==> config.mk <==
export PLATFORM = sky130hd
export DESIGN_NAME = mct_ctrl
export DESIGN_NICKNAME = d
export VERILOG_FILES = /design/src/hw/rtl/mct_pkg.sv /design/src/hw/rtl/mct_ctrl.sv
export SDC_FILE = /design/constraint.sdc
export NUM_CORES = 1
export LEC_CHECK = 0
export ABC_AREA = 1
export CORE_AREA = 5 5 42 44
export CTS_BUF_LIST = sky130_fd_sc_hd__clkbuf_4 sky130_fd_sc_hd__clkbuf_8
export CTS_CLUSTER_SIZE = 28
export DETAILED_ROUTE_END_ITERATION = 6
export DIE_AREA = 0 0 47 49
export DONT_BUFFER_PORTS = 1
export SYNTH_ARGS = -nofsm -noshare
export SYNTH_HDL_FRONTEND = slang
export SYNTH_SLANG_ARGS = --single-unit
==> constraint.sdc <==
create_clock -name clk -period 2.95 [get_ports clk]
set_input_delay 0.59 -clock clk [delete_from_list [all_inputs] [get_ports clk]]
set_output_delay 0.59 -clock clk [all_outputs]
set_load 0.02 [all_outputs]
==> src/hw/rtl/mct_pkg.sv <==
// mct_pkg: shared types and constants for the category transition block
// no dependencies; imported by mct_ctrl, mct_dp and markov_category_transition
`timescale 1ns / 1ps
`default_nettype none

package mct_pkg;

	// table size and probability fraction bits, fixed by the item and result fields
	localparam int MAX_CATEGORIES = 16;
	localparam int PROB_BITS      = 16;

	localparam int OP_W       = 2;
	localparam int IDX_W      = 4;
	localparam int LABEL_W    = 32;
	localparam int PROB_W     = 17;
	localparam int DRAW_W     = 16;
	localparam int ST_W       = 2;
	localparam int NUM_W      = 5;
	localparam int TOL_W      = 16;
	localparam int CFG_IDX_W  = 1;
	localparam int CFG_DATA_W = 16;
	localparam int RES_W      = 2;

	// opcodes
	localparam logic [OP_W-1:0] OP_LABEL = 2'd0;
	localparam logic [OP_W-1:0] OP_PROB  = 2'd1;
	localparam logic [OP_W-1:0] OP_MOVE  = 2'd2;
	localparam logic [OP_W-1:0] OP_NONE  = 2'd3;

	// result status codes
	localparam logic [ST_W-1:0] ST_OK         = 2'd0;
	localparam logic [ST_W-1:0] ST_PROB_RANGE = 2'd1;
	localparam logic [ST_W-1:0] ST_ROW_SUM    = 2'd2;
	localparam logic [ST_W-1:0] ST_INDEX      = 2'd3;

	// configuration register indexes
	localparam logic [CFG_IDX_W-1:0] REG_NUM_CATEGORIES = 1'd0;
	localparam logic [CFG_IDX_W-1:0] REG_SUM_TOLERANCE  = 1'd1;

	localparam logic [NUM_W-1:0] NUM_RESET = 5'd2;
	localparam logic [TOL_W-1:0] TOL_RESET = 16'd0;

	// result register source select
	localparam logic [RES_W-1:0] RES_STATUS = 2'd0;
	localparam logic [RES_W-1:0] RES_SUM    = 2'd1;
	localparam logic [RES_W-1:0] RES_PASS   = 2'd2;
	localparam logic [RES_W-1:0] RES_LABEL  = 2'd3;

	// label ram read address select
	localparam logic LRD_CNT = 1'b0;
	localparam logic LRD_SEL = 1'b1;

	// table ram read address select
	localparam logic TRD_PREV = 1'b0;
	localparam logic TRD_SCAN = 1'b1;

	typedef struct packed {
		logic [OP_W-1:0]           opcode;
		logic [IDX_W-1:0]          from_index;
		logic [IDX_W-1:0]          to_index;
		logic signed [LABEL_W-1:0] label_value;
		logic [PROB_W-1:0]         probability;
		logic [DRAW_W-1:0]         random_draw;
	} mct_item_t;

	typedef struct packed {
		logic signed [LABEL_W-1:0] new_label;
		logic                      matched;
		logic [ST_W-1:0]           status;
	} mct_result_t;

	typedef struct packed {
		logic             capture;
		logic             lab_we;
		logic             lab_re;
		logic             lab_rd_sel;
		logic             tab_we;
		logic             tab_re;
		logic             tab_rd_sel;
		logic             cnt_clr;
		logic             cnt_inc;
		logic             lscan;
		logic             tscan;
		logic             tscan_init;
		logic             res_ld;
		logic [RES_W-1:0] res_sel;
		logic [ST_W-1:0]  res_status;
		logic             out_ld;
	} mct_cmd_t;

	typedef struct packed {
		logic [OP_W-1:0] opcode;
		logic            idx_err;
		logic            prob_err;
		logic            to_zero;
		logic            n_one;
		logic            cnt_last_lab;
		logic            cnt_last_tab;
		logic            found_nx;
		logic            hit_now;
		logic            out_free;
	} mct_sts_t;

endpackage

`default_nettype wire

==> src/hw/rtl/mct_ctrl.sv <==
// mct_ctrl: sequencing state machine for the category transition block
// depends on mct_pkg (command and status structs, opcodes, codes)
`timescale 1ns / 1ps
`default_nettype none

module mct_ctrl (
	input  logic               clk,
	input  logic               arst_n,
	input  logic               item_valid,
	output logic               item_ready,
	input  mct_pkg::mct_sts_t  sts,
	output mct_pkg::mct_cmd_t  cmd
);

	import mct_pkg::*;

	localparam logic [3:0] S_IDLE   = 4'd0;
	localparam logic [3:0] S_DECODE = 4'd1;
	localparam logic [3:0] S_LSCAN  = 4'd2;
	localparam logic [3:0] S_LDRAIN = 4'd3;
	localparam logic [3:0] S_TSCAN  = 4'd4;
	localparam logic [3:0] S_TDRAIN = 4'd5;
	localparam logic [3:0] S_LREAD  = 4'd6;
	localparam logic [3:0] S_LWAIT  = 4'd7;
	localparam logic [3:0] S_PSUM   = 4'd8;
	localparam logic [3:0] S_EMIT   = 4'd9;

	logic [3:0] state_q;
	logic [3:0] state_d;

	always_ff @(posedge clk or negedge arst_n) begin
		if (!arst_n) begin
			state_q <= S_IDLE;
		end else begin
			state_q <= state_d;
		end
	end

	always_comb begin
		cmd        = '0;
		state_d    = state_q;
		item_ready = 1'b0;
		unique case (state_q)
			S_IDLE: begin
				item_ready = 1'b1;
				if (item_valid) begin
					cmd.capture = 1'b1;
					state_d     = S_DECODE;
				end
			end
			S_DECODE: begin
				unique case (sts.opcode)
					OP_LABEL: begin
						cmd.res_ld  = 1'b1;
						cmd.res_sel = RES_STATUS;
						if (sts.idx_err) begin
							cmd.res_status = ST_INDEX;
						end else begin
							cmd.lab_we     = 1'b1;
							cmd.res_status = ST_OK;
						end
						state_d = S_EMIT;
					end
					OP_PROB: begin
						if (sts.idx_err) begin
							cmd.res_ld     = 1'b1;
							cmd.res_sel    = RES_STATUS;
							cmd.res_status = ST_INDEX;
							state_d        = S_EMIT;
						end else if (sts.prob_err) begin
							cmd.res_ld     = 1'b1;
							cmd.res_sel    = RES_STATUS;
							cmd.res_status = ST_PROB_RANGE;
							state_d        = S_EMIT;
						end else begin
							// fetch the previous column's running sum
							cmd.tab_re     = !sts.to_zero;
							cmd.tab_rd_sel = TRD_PREV;
							state_d        = S_PSUM;
						end
					end
					OP_MOVE: begin
						cmd.cnt_clr = 1'b1;
						state_d     = S_LSCAN;
					end
					OP_NONE: begin
						cmd.res_ld     = 1'b1;
						cmd.res_sel    = RES_STATUS;
						cmd.res_status = ST_OK;
						state_d        = S_EMIT;
					end
					default: begin
						state_d = S_IDLE;
					end
				endcase
			end
			S_LSCAN: begin
				cmd.lab_re     = 1'b1;
				cmd.lab_rd_sel = LRD_CNT;
				cmd.lscan      = 1'b1;
				cmd.cnt_inc    = 1'b1;
				if (sts.cnt_last_lab) begin
					state_d = S_LDRAIN;
				end
			end
			S_LDRAIN: begin
				if (sts.found_nx) begin
					cmd.tscan_init = 1'b1;
					cmd.cnt_clr    = 1'b1;
					state_d        = sts.n_one ? S_LREAD : S_TSCAN;
				end else begin
					cmd.res_ld  = 1'b1;
					cmd.res_sel = RES_PASS;
					state_d     = S_EMIT;
				end
			end
			S_TSCAN: begin
				cmd.tab_re     = 1'b1;
				cmd.tab_rd_sel = TRD_SCAN;
				cmd.tscan      = 1'b1;
				cmd.cnt_inc    = 1'b1;
				if (sts.hit_now) begin
					state_d = S_LREAD;
				end else if (sts.cnt_last_tab) begin
					state_d = S_TDRAIN;
				end
			end
			S_TDRAIN: begin
				state_d = S_LREAD;
			end
			S_LREAD: begin
				cmd.lab_re     = 1'b1;
				cmd.lab_rd_sel = LRD_SEL;
				state_d        = S_LWAIT;
			end
			S_LWAIT: begin
				cmd.res_ld  = 1'b1;
				cmd.res_sel = RES_LABEL;
				state_d     = S_EMIT;
			end
			S_PSUM: begin
				cmd.tab_we  = 1'b1;
				cmd.res_ld  = 1'b1;
				cmd.res_sel = RES_SUM;
				state_d     = S_EMIT;
			end
			S_EMIT: begin
				if (sts.out_free) begin
					cmd.out_ld = 1'b1;
					state_d    = S_IDLE;
				end
			end
			default: begin
				state_d = S_IDLE;
			end
		endcase
	end

endmodule

`default_nettype wire

==> results.toml <==
[outcome]
run_status = "finished, final reports clean"

[global_routing]
grt_pass1_wl_um = 2311
grt_max_degree = 8
grt_overflow = 0
grt_pass1_vias = 598
antenna_found_initial = 0
grt_usage_pct = 13.69

[sta]
timing.fmax_mhz = 449.8
worst_slack_ns = 0.7267
setup_viol = 0
tns_ns = 0
relSlewSlack_pct = 53.76
rsz0062_at_grt = "false"
period_share_pct = 75.37
fin_worst_skew_ns = 0.002307
report.final.slew_viol_count = 0
worst_pin_slew_ns = 0.6877
hold_viol = 0
finalCriticalPeriod_ns = 2.223

[min_path]
hp-class = "input port to asynchronous set/reset pin"

[placement]
portBuffers = 0
dpl.hpwl_um = 1215
globalplace.congestion = 0.8671
post-place-ws_ns = 0.7921

[critical_path]
worst-setup-path-type = "flop to output pin"
r2r_cells = 8
cp-end-kind = "output pin"
cp_max_fo = 6
cp.required_ns = 2.36
reg2reg_slack_ns = 1.55
r2r_start = "state_q[3]"
cp-start-kind = "flop"
worst_ep_arrival_time_ns = 1.63
worstReg2RegEnd = "state_q[0]"

[floorplan]
core_um2 = 1401
initial_core_util_pct = 39.46
die_area_um2 = 2303
die_width_um = 47
io_pins = 33
die_y_um = 49
rows = 14

[clock_network]
clockBufferDepth = 2
clk_latency_ns = 0.23
cts_buffers = 3
cts_setup_buffers = 0
h-tree-depth = 1
path_clk_slew_ns = 0.04
cts.sink_count = 4
ctsResizeCount = 0
cts_root_buf = "clkbuf_4"
holdBufCountCts = 0
tritoncts = "done"

[synthesis]
synth_edf_count = 0
ys_ff_latch = 4
yosysTopAreaCell = "dfrtp_1"
synthCells = 94
syn_area_per_cell_um2 = 5.883
synth-warning-count = 0
synth.most_common_cell = "nand2_1"
synth_area_leaders = "dfrtp_1, nand2_1, inv_1, ha_1, nor2_1"
netlist_top_cells_count = "nand2_1, inv_1, nor2_1"
ys_types = 19
ys.flop_type = "dfrtp_1"
yosys.area.top_type_share_pct = 18.10
synth-seq-area-share_pct = 18.10
async_flop_share_pct = 100.0
synthesis.nets = 113
netlist_area_um2 = 553.0

[detailed_routing]
firstDrtPassIters = 4
vias = 607
ant_nets = 0
drc = 0
drt-initial-drc-count = 24
wl_um = 1409
via_per_inst = 5.372
detail_route.wl_per_cell_um = 12.47

[power_and_ir_drop]
ir_drop_mv = 0.4640
pwr_density_cell_nw_per_um2 = 963.3
p_leak_nw = 0.3506

[layout]
areaGrowthSynthToFinish_pct = 7.692
top_register = "state_q"
largest_reg_flops = 4
diodes = 0
fill_cells = 164
drive_above_1_share_pct = 11.34
reg.largest.list = "state_q x4"
nets = 118

[flow_run]
drv_cap = 0
[stage by stage]
step	area (um2)	instances	power [mW]	utilization [%]	hold slack, ns
floorplan	553.0	94	0.4468	-	0.2944
global placement	573.1	110	0.5096	40.89	0.2945
detailed placement	573.1	110	0.5122	40.89	0.2945
CTS	595.6	113	0.5812	42.50	0.05066
global route	595.6	113	0.6440	42.50	0.03702
finish	595.6	113	0.5737	42.50	0.05643
[layout make-up]
| cell class | instances | area [um2] | area share (%) |
|---|---|---|---|
| clock buffers | 3 | 22.52 | 3.782 |
| flip-flops and latches | 4 | 100.1 | 16.81 |
| inverters | 19 | 71.32 | 11.97 |
| multi-input cells | 71 | 381.6 | 64.08 |
| well taps | 16 | 20.02 | 3.361 |
[logic make-up after synthesis]
logic type,Yosys count,share of synthesized area (%)
adder cells (fa/ha/maj),5,11.31
flip-flops,4,18.10
AO/OA/AOI/OAI,9,10.18
buffers and inverters,19,12.89
AND/OR/NAND/NOR,57,47.51
[how the worst max path moves through the flow]
stage / from / endpoint / slack, ns / cells after the start
after CTS: state_q[3] / cmd[10] / 0.71 / 5
after global placement: sts[10] / cmd[1] / 0.81 / 6
after floorplan: sts[10] / cmd[1] / 0.87 / 6
after detailed placement: sts[10] / cmd[1] / 0.79 / 6
after global routing: state_q[3] / cmd[10] / 0.60 / 5
final: state_q[3] / cmd[10] / 0.73 / 5
[report_power, final]
group / total, mW / internal [mW] / switching [mW]
combinational: 0.397 / 0.0997 / 0.298
clock: 0.0644 / 0.0453 / 0.0191
sequential: 0.112 / 0.0796 / 0.0324
total: 0.574 / 0.225 / 0.349
[cells in the final DEF (no fill, tap or decap), drive strengths merged]
master	n
o211ai	1
nand4	1
and3	1
clkbuf	3
inv	19
o2111ai	1
nor2	21
nor3	3
o31ai	2
ha	5
a21oi	2
nand3b	2
dfrtp	4
o21ai	3
nand3	4
nand2	25
[routing by layer]
metal | routed length (um) | track usage [%]
met1 | 561 | 15.71
met2 | 616 | 19.68
met3 | 203 | 5.166
met4 | 27 | 10.14
met5 | 0 | 0
[critical path, stage by stage (launching register included)]
cell	delay, ns
dfrtp_1	0.41
nor2_4	0.20
nand2_1	0.10
nor2_1	0.38
inv_1	0.11
nand2_1	0.20
(Power assumes the default switching activity.)
